<file path="src/ttip_pkg.sv">
`default_nettype none
// ----------------------------------------------------------------------------
// ttip_pkg
// Shared types, codes and character constants of the text to integer parser.
// ----------------------------------------------------------------------------
package ttip_pkg;

    localparam int RESULT_BITS_DEF = 32;
    localparam int OUT_BITS        = 32;
    localparam int CH_BITS         = 8;
    localparam int BASE_BITS       = 5;
    localparam int LIMIT_BITS      = 8;

    localparam logic [CH_BITS-1:0] CH_ZERO    = 8'h30;
    localparam logic [CH_BITS-1:0] CH_NINE    = 8'h39;
    localparam logic [CH_BITS-1:0] CH_A_LOWER = 8'h61;
    localparam logic [CH_BITS-1:0] CH_F_LOWER = 8'h66;
    localparam logic [CH_BITS-1:0] CH_X_LOWER = 8'h78;
    localparam logic [CH_BITS-1:0] CASE_BIT   = 8'h20;

    localparam logic [BASE_BITS-1:0] BASE_AUTO  = 5'd0;
    localparam logic [BASE_BITS-1:0] BASE_OCT   = 5'd8;
    localparam logic [BASE_BITS-1:0] BASE_DEC   = 5'd10;
    localparam logic [BASE_BITS-1:0] BASE_HEX   = 5'd16;
    localparam logic [BASE_BITS-1:0] DIGIT_NONE = 5'd16;

    localparam logic [LIMIT_BITS-1:0] LIMIT_NONE = 8'd0;
    localparam logic [LIMIT_BITS-1:0] LIMIT_ONE  = 8'd1;
    localparam logic [LIMIT_BITS-1:0] DIGITS_MAX = 8'hFF;

    typedef enum logic [2:0] {
        PH_IDLE      = 3'd0,
        PH_DIGITS    = 3'd1,
        PH_DONE      = 3'd2,
        PH_ZERO_AUTO = 3'd3,
        PH_ZX_AUTO   = 3'd4,
        PH_ZERO_HEX  = 3'd5
    } t_phase;

    typedef enum logic [0:0] {
        CFG_NUMBER_BASE = 1'b0,
        CFG_DIGIT_LIMIT = 1'b1
    } t_cfg_idx;

    typedef struct packed {
        t_phase                phase;
        logic [BASE_BITS-1:0]  base;
        logic [LIMIT_BITS-1:0] digits;
    } t_ctl;

    function automatic logic [BASE_BITS-1:0] digit_value(input logic [CH_BITS-1:0] c);
        logic [CH_BITS-1:0] lc;
        logic [CH_BITS-1:0] d;
        lc = c | CASE_BIT;
        d  = '0;
        if (c >= CH_ZERO && c <= CH_NINE) begin
            d = c - CH_ZERO;
            return d[BASE_BITS-1:0];
        end else if (lc >= CH_A_LOWER && lc <= CH_F_LOWER) begin
            d = lc - CH_A_LOWER + 8'd10;
            return d[BASE_BITS-1:0];
        end
        return DIGIT_NONE;
    endfunction

    function automatic logic is_x(input logic [CH_BITS-1:0] c);
        return (c | CASE_BIT) == CH_X_LOWER;
    endfunction

endpackage
`default_nettype wire

</file>
<file path="src/ttip_step.sv">
`default_nettype none
// ----------------------------------------------------------------------------
// ttip_step
// Next-state logic for one character: prefix handling and digit multiply-add.
// ----------------------------------------------------------------------------
module ttip_step #(
    parameter int RESULT_BITS = ttip_pkg::RESULT_BITS_DEF
) (
    input  wire logic [ttip_pkg::CH_BITS-1:0]    i_ch,
    input  wire logic                            i_first,
    input  wire logic [ttip_pkg::BASE_BITS-1:0]  i_number_base,
    input  wire logic [ttip_pkg::LIMIT_BITS-1:0] i_digit_limit,
    input  wire ttip_pkg::t_ctl                  i_ctl,
    input  wire logic [RESULT_BITS-1:0]          i_acc,
    output ttip_pkg::t_ctl                       o_ctl,
    output logic [RESULT_BITS-1:0]               o_acc
);

    logic [ttip_pkg::BASE_BITS-1:0]  w_dv;
    logic                            w_take;
    ttip_pkg::t_ctl                  w_ctl;
    logic [RESULT_BITS-1:0]          w_acc;
    logic [RESULT_BITS+ttip_pkg::BASE_BITS-1:0] w_prod;
    logic [ttip_pkg::LIMIT_BITS-1:0] w_dig_inc;

    assign w_dv = ttip_pkg::digit_value(i_ch);

    // phase decisions and operands for the digit step
    always_comb begin
        w_take = 1'b0;
        w_ctl  = i_ctl;
        w_acc  = i_acc;
        if (i_first || i_ctl.phase == ttip_pkg::PH_IDLE) begin
            w_acc        = '0;
            w_ctl.digits = '0;
            w_ctl.base   = i_number_base;
            w_ctl.phase  = ttip_pkg::PH_DIGITS;
            if (i_number_base == ttip_pkg::BASE_AUTO) begin
                if (i_ch == ttip_pkg::CH_ZERO) begin
                    w_ctl.base  = ttip_pkg::BASE_OCT;
                    w_ctl.phase = ttip_pkg::PH_ZERO_AUTO;
                end else begin
                    w_ctl.base = ttip_pkg::BASE_DEC;
                    w_take     = 1'b1;
                end
            end else if (i_number_base == ttip_pkg::BASE_HEX && i_ch == ttip_pkg::CH_ZERO) begin
                w_ctl.phase = ttip_pkg::PH_ZERO_HEX;
            end else begin
                w_take = 1'b1;
            end
        end else begin
            unique case (i_ctl.phase)
                ttip_pkg::PH_ZERO_AUTO: begin
                    if (ttip_pkg::is_x(i_ch)) w_ctl.phase = ttip_pkg::PH_ZX_AUTO;
                    else                      w_take      = 1'b1;
                end
                ttip_pkg::PH_ZX_AUTO: begin
                    if (w_dv != ttip_pkg::DIGIT_NONE) begin
                        w_ctl.base = ttip_pkg::BASE_HEX;
                        w_take     = 1'b1;
                    end else begin
                        w_ctl.phase = ttip_pkg::PH_DONE;
                    end
                end
                ttip_pkg::PH_ZERO_HEX: begin
                    if (ttip_pkg::is_x(i_ch)) begin
                        w_ctl.phase = ttip_pkg::PH_DIGITS;
                    end else begin
                        // leading zero counts as a digit first
                        w_acc        = '0;
                        w_ctl.digits = ttip_pkg::LIMIT_ONE;
                        if (i_digit_limit == ttip_pkg::LIMIT_ONE) w_ctl.phase = ttip_pkg::PH_DONE;
                        else                                      w_take      = 1'b1;
                    end
                end
                ttip_pkg::PH_DIGITS: w_take = 1'b1;
                default: ;
            endcase
        end
    end

    assign w_prod    = w_acc * w_ctl.base;
    assign w_dig_inc = (w_ctl.digits == ttip_pkg::DIGITS_MAX) ? w_ctl.digits
                                                              : w_ctl.digits + 8'd1;

    // digit step
    always_comb begin
        o_ctl = w_ctl;
        o_acc = w_acc;
        if (w_take) begin
            if (w_dv == ttip_pkg::DIGIT_NONE || w_dv >= w_ctl.base) begin
                o_ctl.phase = ttip_pkg::PH_DONE;
            end else begin
                o_acc        = w_prod[RESULT_BITS-1:0]
                             + {{(RESULT_BITS-ttip_pkg::BASE_BITS){1'b0}}, w_dv};
                o_ctl.digits = w_dig_inc;
                if (i_digit_limit != ttip_pkg::LIMIT_NONE && w_dig_inc >= i_digit_limit)
                    o_ctl.phase = ttip_pkg::PH_DONE;
                else
                    o_ctl.phase = ttip_pkg::PH_DIGITS;
            end
        end
    end

endmodule
`default_nettype wire

</file>
<file path="src/text_to_integer_parser.sv">
`default_nettype none
// ----------------------------------------------------------------------------
// text_to_integer_parser
// Streaming unsigned integer parser, configured base or octal/hex/decimal autodetection.
// The result of a last character passes through the input register, then the
// result register; a stalled result holds that character in the input register.
// Throughput: one character per cycle while no last character waits on a stalled
// result; the parse state loop closes through one multiply-add by the active base.
// Reset: synchronous active low; clears handshake state, parse state and
// the configuration registers.
// ----------------------------------------------------------------------------
module text_to_integer_parser #(
    parameter int RESULT_BITS = ttip_pkg::RESULT_BITS_DEF
) (
    input  wire logic                              i_clk,
    input  wire logic                              i_rst_n,
    input  wire logic                              i_cfg_we,
    input  wire logic                              i_cfg_idx,
    input  wire logic [ttip_pkg::LIMIT_BITS-1:0]   i_cfg_data,
    input  wire logic                              i_in_valid,
    output logic                                   o_in_ready,
    input  wire logic [ttip_pkg::CH_BITS-1:0]      i_ch,
    input  wire logic                              i_first,
    input  wire logic                              i_last,
    output logic                                   o_out_valid,
    input  wire logic                              i_out_ready,
    output logic [ttip_pkg::OUT_BITS-1:0]          o_parsed_value
);

    logic [ttip_pkg::BASE_BITS-1:0]  r_number_base;
    logic [ttip_pkg::LIMIT_BITS-1:0] r_digit_limit;

    logic                            r_in_vld;
    logic [ttip_pkg::CH_BITS-1:0]    r_ch;
    logic                            r_first;
    logic                            r_last;

    ttip_pkg::t_ctl                  r_ctl;
    ttip_pkg::t_ctl                  n_ctl;
    logic [RESULT_BITS-1:0]          r_acc;
    logic [RESULT_BITS-1:0]          n_acc;

    logic                            r_out_vld;
    logic [ttip_pkg::OUT_BITS-1:0]   r_out_value;

    logic                            w_fire;
    logic [RESULT_BITS+ttip_pkg::OUT_BITS-1:0] w_acc_ext;

    assign w_fire     = r_in_vld && (!r_last || !r_out_vld || i_out_ready);
    assign o_in_ready = !r_in_vld || w_fire;
    assign w_acc_ext  = {{ttip_pkg::OUT_BITS{1'b0}}, n_acc};

    ttip_step #(
        .RESULT_BITS(RESULT_BITS)
    ) u_step (
        .i_ch         (r_ch),
        .i_first      (r_first),
        .i_number_base(r_number_base),
        .i_digit_limit(r_digit_limit),
        .i_ctl        (r_ctl),
        .i_acc        (r_acc),
        .o_ctl        (n_ctl),
        .o_acc        (n_acc)
    );

    always_ff @(posedge i_clk) begin
        if (!i_rst_n) begin
            r_number_base <= ttip_pkg::BASE_AUTO;
            r_digit_limit <= ttip_pkg::LIMIT_NONE;
        end else if (i_cfg_we) begin
            unique case (ttip_pkg::t_cfg_idx'(i_cfg_idx))
                ttip_pkg::CFG_NUMBER_BASE: r_number_base <= i_cfg_data[ttip_pkg::BASE_BITS-1:0];
                ttip_pkg::CFG_DIGIT_LIMIT: r_digit_limit <= i_cfg_data;
                default: ;
            endcase
        end
    end

    // input register
    always_ff @(posedge i_clk) begin
        if (!i_rst_n) begin
            r_in_vld <= 1'b0;
        end else if (o_in_ready) begin
            r_in_vld <= i_in_valid;
        end
    end

    always_ff @(posedge i_clk) begin
        if (o_in_ready && i_in_valid) begin
            r_ch    <= i_ch;
            r_first <= i_first;
            r_last  <= i_last;
        end
    end

    // parse state
    always_ff @(posedge i_clk) begin
        if (!i_rst_n) begin
            r_ctl.phase  <= ttip_pkg::PH_IDLE;
            r_ctl.base   <= '0;
            r_ctl.digits <= '0;
            r_acc        <= '0;
        end else if (w_fire) begin
            r_ctl.base   <= n_ctl.base;
            r_ctl.digits <= n_ctl.digits;
            r_ctl.phase  <= r_last ? ttip_pkg::PH_IDLE : n_ctl.phase;
            r_acc        <= n_acc;
        end
    end

    // result register
    always_ff @(posedge i_clk) begin
        if (!i_rst_n) begin
            r_out_vld <= 1'b0;
        end else if (w_fire && r_last) begin
            r_out_vld <= 1'b1;
        end else if (i_out_ready) begin
            r_out_vld <= 1'b0;
        end
    end

    always_ff @(posedge i_clk) begin
        if (w_fire && r_last) begin
            r_out_value <= w_acc_ext[ttip_pkg::OUT_BITS-1:0];
        end
    end

    assign o_out_valid    = r_out_vld;
    assign o_parsed_value = r_out_value;

endmodule
`default_nettype wire

</file>
<file path="config.mk">
export PLATFORM = sky130hd
export DESIGN_NAME = text_to_integer_parser
export DESIGN_NICKNAME = d
export VERILOG_FILES = /design/src/ttip_pkg.sv /design/src/ttip_step.sv /design/src/text_to_integer_parser.sv
export SDC_FILE = /design/constraint.sdc
export NUM_CORES = 1
export LEC_CHECK = 0
export BUFFER_PORTS_ARGS = -buffer_cell sky130_fd_sc_hd__buf_4
export CAP_MARGIN = 25
export CORE_MARGIN = 2
export CORE_UTILIZATION = 62
export CTS_BUF_LIST = sky130_fd_sc_hd__clkbuf_4 sky130_fd_sc_hd__clkbuf_8 sky130_fd_sc_hd__clkbuf_16
export CTS_CLUSTER_SIZE = 25
export DETAILED_ROUTE_END_ITERATION = 8
export PLACE_DENSITY = 0.87
export SETUP_SLACK_MARGIN = 0.5
export SLEW_MARGIN = 20
export SYNTH_ARGS = -nofsm -noshare
export SYNTH_HDL_FRONTEND = slang
export SYNTH_SLANG_ARGS = --single-unit
</file>
<file path="constraint.sdc">
create_clock -name i_clk -period 20 [get_ports i_clk]
set_input_delay 2 -clock i_clk [delete_from_list [all_inputs] [get_ports i_clk]]
set_output_delay 2 -clock i_clk [all_outputs]
set_load 0.005 [all_outputs]
</file>
==> flow_summary.yaml, run 1 <==
yosys:
  synth_nets: 1448
  synth_seq_cells: 105
  synth_area_sq_um: 10400
  yosys_warnings: 0
  syn-instance-count: 1258
  synthArstFlopShare_pct: 0
  synth-edff-count: 42
  yosysTopAreaCellShare_pct: 16.8
  synth_cell_types: 82
  yosysMostFrequentCell: "nor2_1"
  synth.top_cells.by_area: "fa_1 17%, dfxtp_1 12%, edfxtp_1 12%"
  synthTopCellsByCount: "196 x nor2_1, 176 x inv_1, 133 x nand2_1"
  ys.flop_type: "dfxtp_1"
  synth_area_leader_cell: "fa_1"
  syn_area_per_cell_sq_um: 8.24
  ys_seq_area_share_pct: 24.3
route:
  vias: 9336
  wl_met1_um: 10800
  wl_met2_um: 13200
  met3_length_um: 2230
  drt_iter0_drc: 1109
  viasPerCell: 6.20
  top_layer: "met4"
  drt-total-wl_um: 27100
  wl_per_cell_um: 18.0
  drtPass1Iterations: 6
  ant_nets: 0
  drcViolationCount: 0
placed_design:
  gp_congestion: 0.918
  io_buffers: 57
  dp_hpwl_um: 19100
final_layout:
  final_nets: 1472
  area_growth_pct: 8.63
  insertedDiodeCount: 0
  finish.utilization_pct: 68.4
  drive_gt1_share_pct: 9.25
sta:
  finalSetupTns_ns: 0
  setup_viol: 0
  hold_viol: 0
  clock_skew_ns: 0.0202
  tightestPinTransition_ns: 0.992
  fmax_ghz: 0.126
  max_slew_margin_pct: 33.6
  rsz0062_at_grt: "false"
  finalCritPeriodShare_pct: 39.6
  final_max_slew_viol_count: 0
  period_needed_ns: 7.91
floorplanning:
  io_pins: 58
  num_rows: 47
  core-area_sq_um: 16500
  die_w_um: 133
  initial_core_util_pct: 63.0
  die_h_um: 133
  die_area_sq_um: 17800
pwr:
  p_comb_share_pct: 11.0
  power.leakage_nw: 4.90
  seqPwrFrac_pct: 49.0
  p_sw_mw: 0.143
  powerDensity_nw_per_um2: 42.7
  intPower_mw: 0.339
  swShare_pct: 29.6
  clkPwrFrac_pct: 40.0
  peakVddDrop_mv: 0.0478
grt:
  grt_pass1_wl_um: 45100
  grt_pass1_vias: 9427
  grt_max_degree: 52
  grt_antenna_before_repair: 0
  grtUsageTotal_pct: 31.4
  globalRouteOverflowTotal: 0
worst_setup_path:
  max_stage_delay_ns: 0.92
  regToRegSetupSlack_ns: 12.09
  worstReg2RegStart: "r_ch[0]$_DFFE_PP_"
  critPathCapture: "o_parsed_value[31]$_DFFE_PP_"
  cpMostUsedCell: "a21oi_1"
  cp-startpoint: "r_ch[0]$_DFFE_PP_"
  crit_required_ns: 20.12
  worstRegToRegCells: 22
  cp-start-kind: "flip-flop"
  critical-path-slowest-cell: "nor3b_2"
  path_max_fanout: 17
  cp_cell_sequence: "ha_1 -> a21oi_1 -> a21oi_1 -> a2111o_1 -> o221ai_2 -> nor3b_2 -> buf_4 -> nor2_1 -> fa_1 -> fa_1 -> inv_1 -> fa_1 -> inv_1 -> ha_1 -> or2_2 -> a21oi_1 -> a21oi_1 -> o21ai_0 -> a21oi_1 -> or4_4 -> and3_1 -> a311o_1"
  criticalPathCategory: "reg -> reg"
  arrival_ns: 8.04
  r2r_end: "o_parsed_value[31]$_DFFE_PP_"
  worst_setup_path_end_kind: "flip-flop"
clock_network:
  cts_tree: "built"
  htree_levels: 3
  clk_pin_slew_ns: 0.09
  cts_setup_buffers: 0
  worstSkewPairLatency_ns: 0.37
  clock-sinks: 105
  cts_buffers: 9
  clockBufferDepth: 2
  cts_hold_buf: 0
  ctsResizeCount: 0
  ctsRootBufferMaster: "clkbuf_16"
hold_path:
  hold_path.class: "reg -> reg"
flow_run:
  cap_viol_max_count: 0
outcome:
  outcome: "completed"
[how the worst min path moves through the flow]
stage,depth (start not counted),to,start
after floorplan,2,r_acc[19]$_SDFFE_PN0P_,r_acc[19]$_SDFFE_PN0P_
after global placement,2,r_acc[19]$_SDFFE_PN0P_,r_acc[19]$_SDFFE_PN0P_
after global routing,2,r_acc[16]$_SDFFE_PN0P_,r_acc[16]$_SDFFE_PN0P_
after detailed placement,2,r_acc[16]$_SDFFE_PN0P_,r_acc[16]$_SDFFE_PN0P_
after CTS,2,r_acc[19]$_SDFFE_PN0P_,r_acc[19]$_SDFFE_PN0P_
final,2,r_acc[19]$_SDFFE_PN0P_,r_acc[19]$_SDFFE_PN0P_
[cell families (layout without fill, tap and decap cells)]
kind of cell / after synthesis / count (layout) / synth area share (%)
DFF: 105 / 105 / 24.3
muxes: 17 / 17 / 1.68
buffers and inverters: 232 / 261 / 8.75
adders and majority gates: 166 / 166 / 26.3
xor gates and xnor gates: 32 / 32 / 2.84
and+or+nand+nor: 469 / 469 / 20.2
AOI/OAI and AO/OA: 237 / 237 / 15.9
[routing by layer]
| metal | up-vias | GRT usage, % |
|---|---|---|
| li1 | 4266 | - |
| met1 | 4495 | 40.7 |
| met2 | 506 | 53.4 |
| met3 | 69 | 3.65 |
| met4 | 0 | 13.7 |
| met5 | - | 0 |
[flip-flops by register name, indices dropped and copies added (netlist names)]
register	cells
r_last	1
r_ch	8
r_number_base	5
r_first	1
r_digit_limit	8
o_parsed_value	32
o_out_valid	1
r_ctl	16
r_acc	32
r_in_vld	1
[worst max-delay path, delay by kind of cell, from the launching register on]
family | cells | cell delay [ns]
buffers and inverters | 3 | 0.47
AO/OA/AOI/OAI | 9 | 2.38
AND/OR/NAND/NOR | 5 | 2.07
flip-flops | 1 | 0.50
adder cells (fa/ha/maj) | 5 | 2.22
[power by group through the flow]
stage	sequential, mW	clock [mW]	combinational (mW)
2_1_floorplan	0.238	0	0.0335
3_3_place_gp	0.240	0	0.0495
3_5_place_dp	0.240	0	0.0514
4_1_cts	0.236	0.192	0.0518
5_1_grt	0.237	0.200	0.0578
6_report	0.236	0.192	0.0531
[per-stage QoR]
step	hold slack (ns)	instances	worst slack (ns)	power, mW	area [sq um]
finish	0.470	1507	12.09	0.481	11300
global placement	0.452	1489	12.49	0.290	10900
floorplan	0.440	1258	13.36	0.272	10400
CTS	0.473	1505	12.18	0.480	11200
global route	0.494	1507	11.71	0.494	11300
detailed placement	0.461	1489	12.26	0.292	10900
[placed cells by master, fill, tap and decap left out, types with 4 or more instances in the layout]
cell,instances
a211oi_1,11
nor2b_1,6
a21o_1,14
nand4_1,11
inv_1,176
o211ai_1,6
dfxtp_1,63
clkinv_8,4
and2_1,7
o21bai_1,6
clkbuf_16,9
xor2_1,12
nand2b_1,7
fa_1,87
buf_4,67
o21a_1,7
mux2i_1,14
o21ai_0,54
edfxtp_1,42
nand3_1,47
a21oi_1,58
nor3_1,20
nor2_1,195
xnor2_1,19
or2_2,5
a311oi_2,6
a311oi_1,10
a31oi_1,11
and3_1,10
nand2_1,133
a21boi_0,5
ha_1,79
and4_1,4
[final cells by class]
cell class | count | area, sq um
clock buffers | 9 | 225
clock inverters | 7 | 93.8
fillers | 1310 | 5200
inverters | 176 | 661
multi-input cells | 921 | 6950
flip-flops and latches | 105 | 2520
well taps | 220 | 275
repair buffers | 69 | 536
No activity file was read; power rests on OpenSTA's default activity.
==> run 2, diff against run 1 <==
--- a/config.mk
+++ b/config.mk
@@ -5,6 +5,7 @@
 export SDC_FILE = /design/constraint.sdc
 export NUM_CORES = 1
 export LEC_CHECK = 0
+export ABC_AREA = 1
 export BUFFER_PORTS_ARGS = -buffer_cell sky130_fd_sc_hd__buf_4
 export CAP_MARGIN = 25
 export CORE_MARGIN = 2
==> constraint.sdc (replaced) <==
create_clock -name i_clk -period 7.5 [get_ports i_clk]
set_input_delay 0.75 -clock i_clk [delete_from_list [all_inputs] [get_ports i_clk]]
set_output_delay 0.75 -clock i_clk [all_outputs]
set_load 0.005 [all_outputs]
==> run 2 against run 1 <==
Effect of this change: register-to-register slack got worse by 11 ns; sequential power grew to 2.7 times the previous value; clock-buffer cell count unchanged; worst hold slack got worse by 0.0036 ns; wire length down 8.2%; core utilization rose by 0.24 points; first-iteration DRC count shrank 22%; via count down 3.9%; combinational power grew to 3.3 times the previous value; final area is essentially flat; sequential cell count stayed put; synthesized cell count up 8.3%.
==> flow_summary.yaml, run 2 <==
pwr:
  power.leakage_nw: 5.66
  peakVddDrop_mv: 0.112
  powerDensity_nw_per_um2: 114
yosys:
  ys.flop_type: "dfxtp_1"
  synth-edff-count: 42
  syn_area_per_cell_sq_um: 7.57
  synthArstFlopShare_pct: 0
  synthTopCellsByCount: "306 x inv_1, 219 x nor2_1, 139 x nand2_1"
  synth_cell_types: 49
  yosys_warnings: 0
  yosysTopAreaCellShare_pct: 16.9
  syn-instance-count: 1362
  synth_area_leader_cell: "fa_1"
  ys_seq_area_share_pct: 24.5
  synth_seq_cells: 105
  synth.top_cells.by_area: "fa_1 17%, dfxtp_1 12%, edfxtp_1 12%"
  yosysMostFrequentCell: "inv_1"
  synth_area_sq_um: 10300
  synth_nets: 1552
worst_setup_path:
  crit_required_ns: 7.82
  critPathTopFamily: "simple AND/OR/NAND/NOR gates"
  cpMostUsedCell: "nand2_1"
  path_max_fanout: 25
  cp-start-kind: "flip-flop"
  critical-path-slowest-cell: "fa_1"
  cp-startpoint: "r_ch[0]$_DFFE_PP_"
  worst-path-buf-inv: 7
  worstReg2RegStart: "r_ch[0]$_DFFE_PP_"
  worst_setup_path_end_kind: "flip-flop"
  criticalPathCategory: "reg -> reg"
  max_stage_delay_ns: 0.55
  arrival_ns: 6.85
clock_network:
  cts_hold_buf: 0
  clk_pin_slew_ns: 0.09
  clockBufferDepth: 2
  ctsRootBufferMaster: "clkbuf_16"
  cts_tree: "built"
  worstSkewPairLatency_ns: 0.37
  clock-sinks: 105
  cts_buffers: 9
  htree_levels: 3
sta:
  clock_skew_ns: 0.0180
  hold_viol: 0
  rsz0062_at_grt: "false"
  final_max_slew_viol_count: 0
  tightestPinTransition_ns: 0.916
  finalCritPeriodShare_pct: 87.1
  period_needed_ns: 6.54
  max_slew_margin_pct: 38.9
  setup_viol: 0
  setup_ws_ns: 0.964
  finalSetupTns_ns: 0
  fmax_ghz: 0.153
final_layout:
  final_nets: 1592
  mostFrequentLayoutCells: "305 x inv_1, 217 x nor2_1, 138 x nand2_1"
  seq_area_sq_um: 2520
  multi_input_area_sq_um: 6420
  n_fill_cell: 1282
  insertedDiodeCount: 0
  drive_gt1_share_pct: 10.5
  area_growth_pct: 9.26
  final_common_cell: "inv_1"
outcome:
  outcome: "completed"
placed_design:
  dp_hpwl_um: 18400
  dpl_worst_slack_ns: 0.760
  io_buffers: 57
  gp_congestion: 1.01
floorplanning:
  die_w_um: 133
  die_area_sq_um: 17700
  io_pins: 58
  core-area_sq_um: 16400
  initial_core_util_pct: 62.8
  die_h_um: 133
  num_rows: 47
route:
  ant_nets: 0
  wl_per_cell_um: 15.3
  drtPass1Iterations: 6
  viasPerCell: 5.52
  vias: 8975
  drt-total-wl_um: 24800
  drcViolationCount: 0
  drt_iter0_drc: 869
grt:
  grt_pass1_wl_um: 41500
  globalRouteOverflowTotal: 0
  grt_max_degree: 63
  grtUsageTotal_pct: 29.2
  grt_antenna_before_repair: 0
  grt_pass1_vias: 8794
flow_run:
  cap_viol_max_count: 0
hold_path:
  hp-start: "r_ctl[0]$_SDFFE_PN0P_"
  hold_path.class: "reg -> reg"
==> run 2: area by class of cell <==
cell class              count  share of cell area, %
clock inverters             7                  0.622
multi-input cells         899                   57.0
repair buffers             74                   5.04
flip-flops and latches    105                   22.4
inverters                 313                   10.5
well taps                 220                   2.44
clock buffers               9                   2.00
==> run 2: worst reg2reg max path: cells and delay by family (launching register included) <==
family | cells | cell delay (ns)
AO/OA/AOI/OAI | 6 | 0.97
adder cells (fa/ha/maj) | 5 | 2.07
buffers and inverters | 7 | 0.72
flip-flops | 1 | 0.43
AND/OR/NAND/NOR | 17 | 2.29
==> run 2: stage by stage <==
| step | utilization, % | cells | total power, mW | cell area [sq um] | hold WS (ns) |
|---|---|---|---|---|---|
| global placement | 66.3 | 1605 | 0.806 | 10900 | 0.453 |
| detailed placement | 66.3 | 1605 | 0.810 | 10900 | 0.453 |
| CTS | 68.1 | 1621 | 1.28 | 11200 | 0.466 |
| global route | 68.6 | 1627 | 1.34 | 11300 | 0.491 |
| floorplan | - | 1362 | 0.760 | 10300 | 0.442 |
| finish | 68.6 | 1627 | 1.29 | 11300 | 0.466 |
==> run 2: metal layers <==
layer	wire (um)	share of wire, %	track usage (%)
met1	10500	42	38.9
met2	11700	47	48.3
met3	1830	7.4	3.33
met4	767	3.1	12.5
met5	0	0	0
==> run 2: power by group <==
part | internal, mW | switching [mW] | total (mW)
Clock | 0.236 | 0.241 | 0.477
Combinational | 0.0610 | 0.112 | 0.173
Sequential | 0.619 | 0.0160 | 0.635
==> run 2: cells by family after synthesis <==
kind of cell               count (synthesis)  share of synthesized area [%]
adders and majority gates                166                           26.5
xor gates and xnor gates                  33                           2.80
muxes                                      6                          0.583
buffers and inverters                    358                           13.6
and+or+nand+nor                          473                           19.5
DFF                                      105                           24.5
AOI/OAI and AO/OA                        221                           12.5
==> run 2: final timing paths <==
check / to / slack, ns / cells past startpoint
hold reg to reg: r_ctl[0]$_SDFFE_PN0P_ / 0.47 / 2
hold / removal: r_ctl[0]$_SDFFE_PN0P_ / 0.47 / 2
setup / recovery: r_acc[24]$_SDFFE_PN0P_ / 0.96 / 35
setup reg to reg: r_acc[24]$_SDFFE_PN0P_ / 0.96 / 35
==> run 2: what timing repair did <==
item | CTS | global route
setup endpoints to repair | 0 | 20
setup buffers | 0 | 5
gates resized for setup | 0 | 11
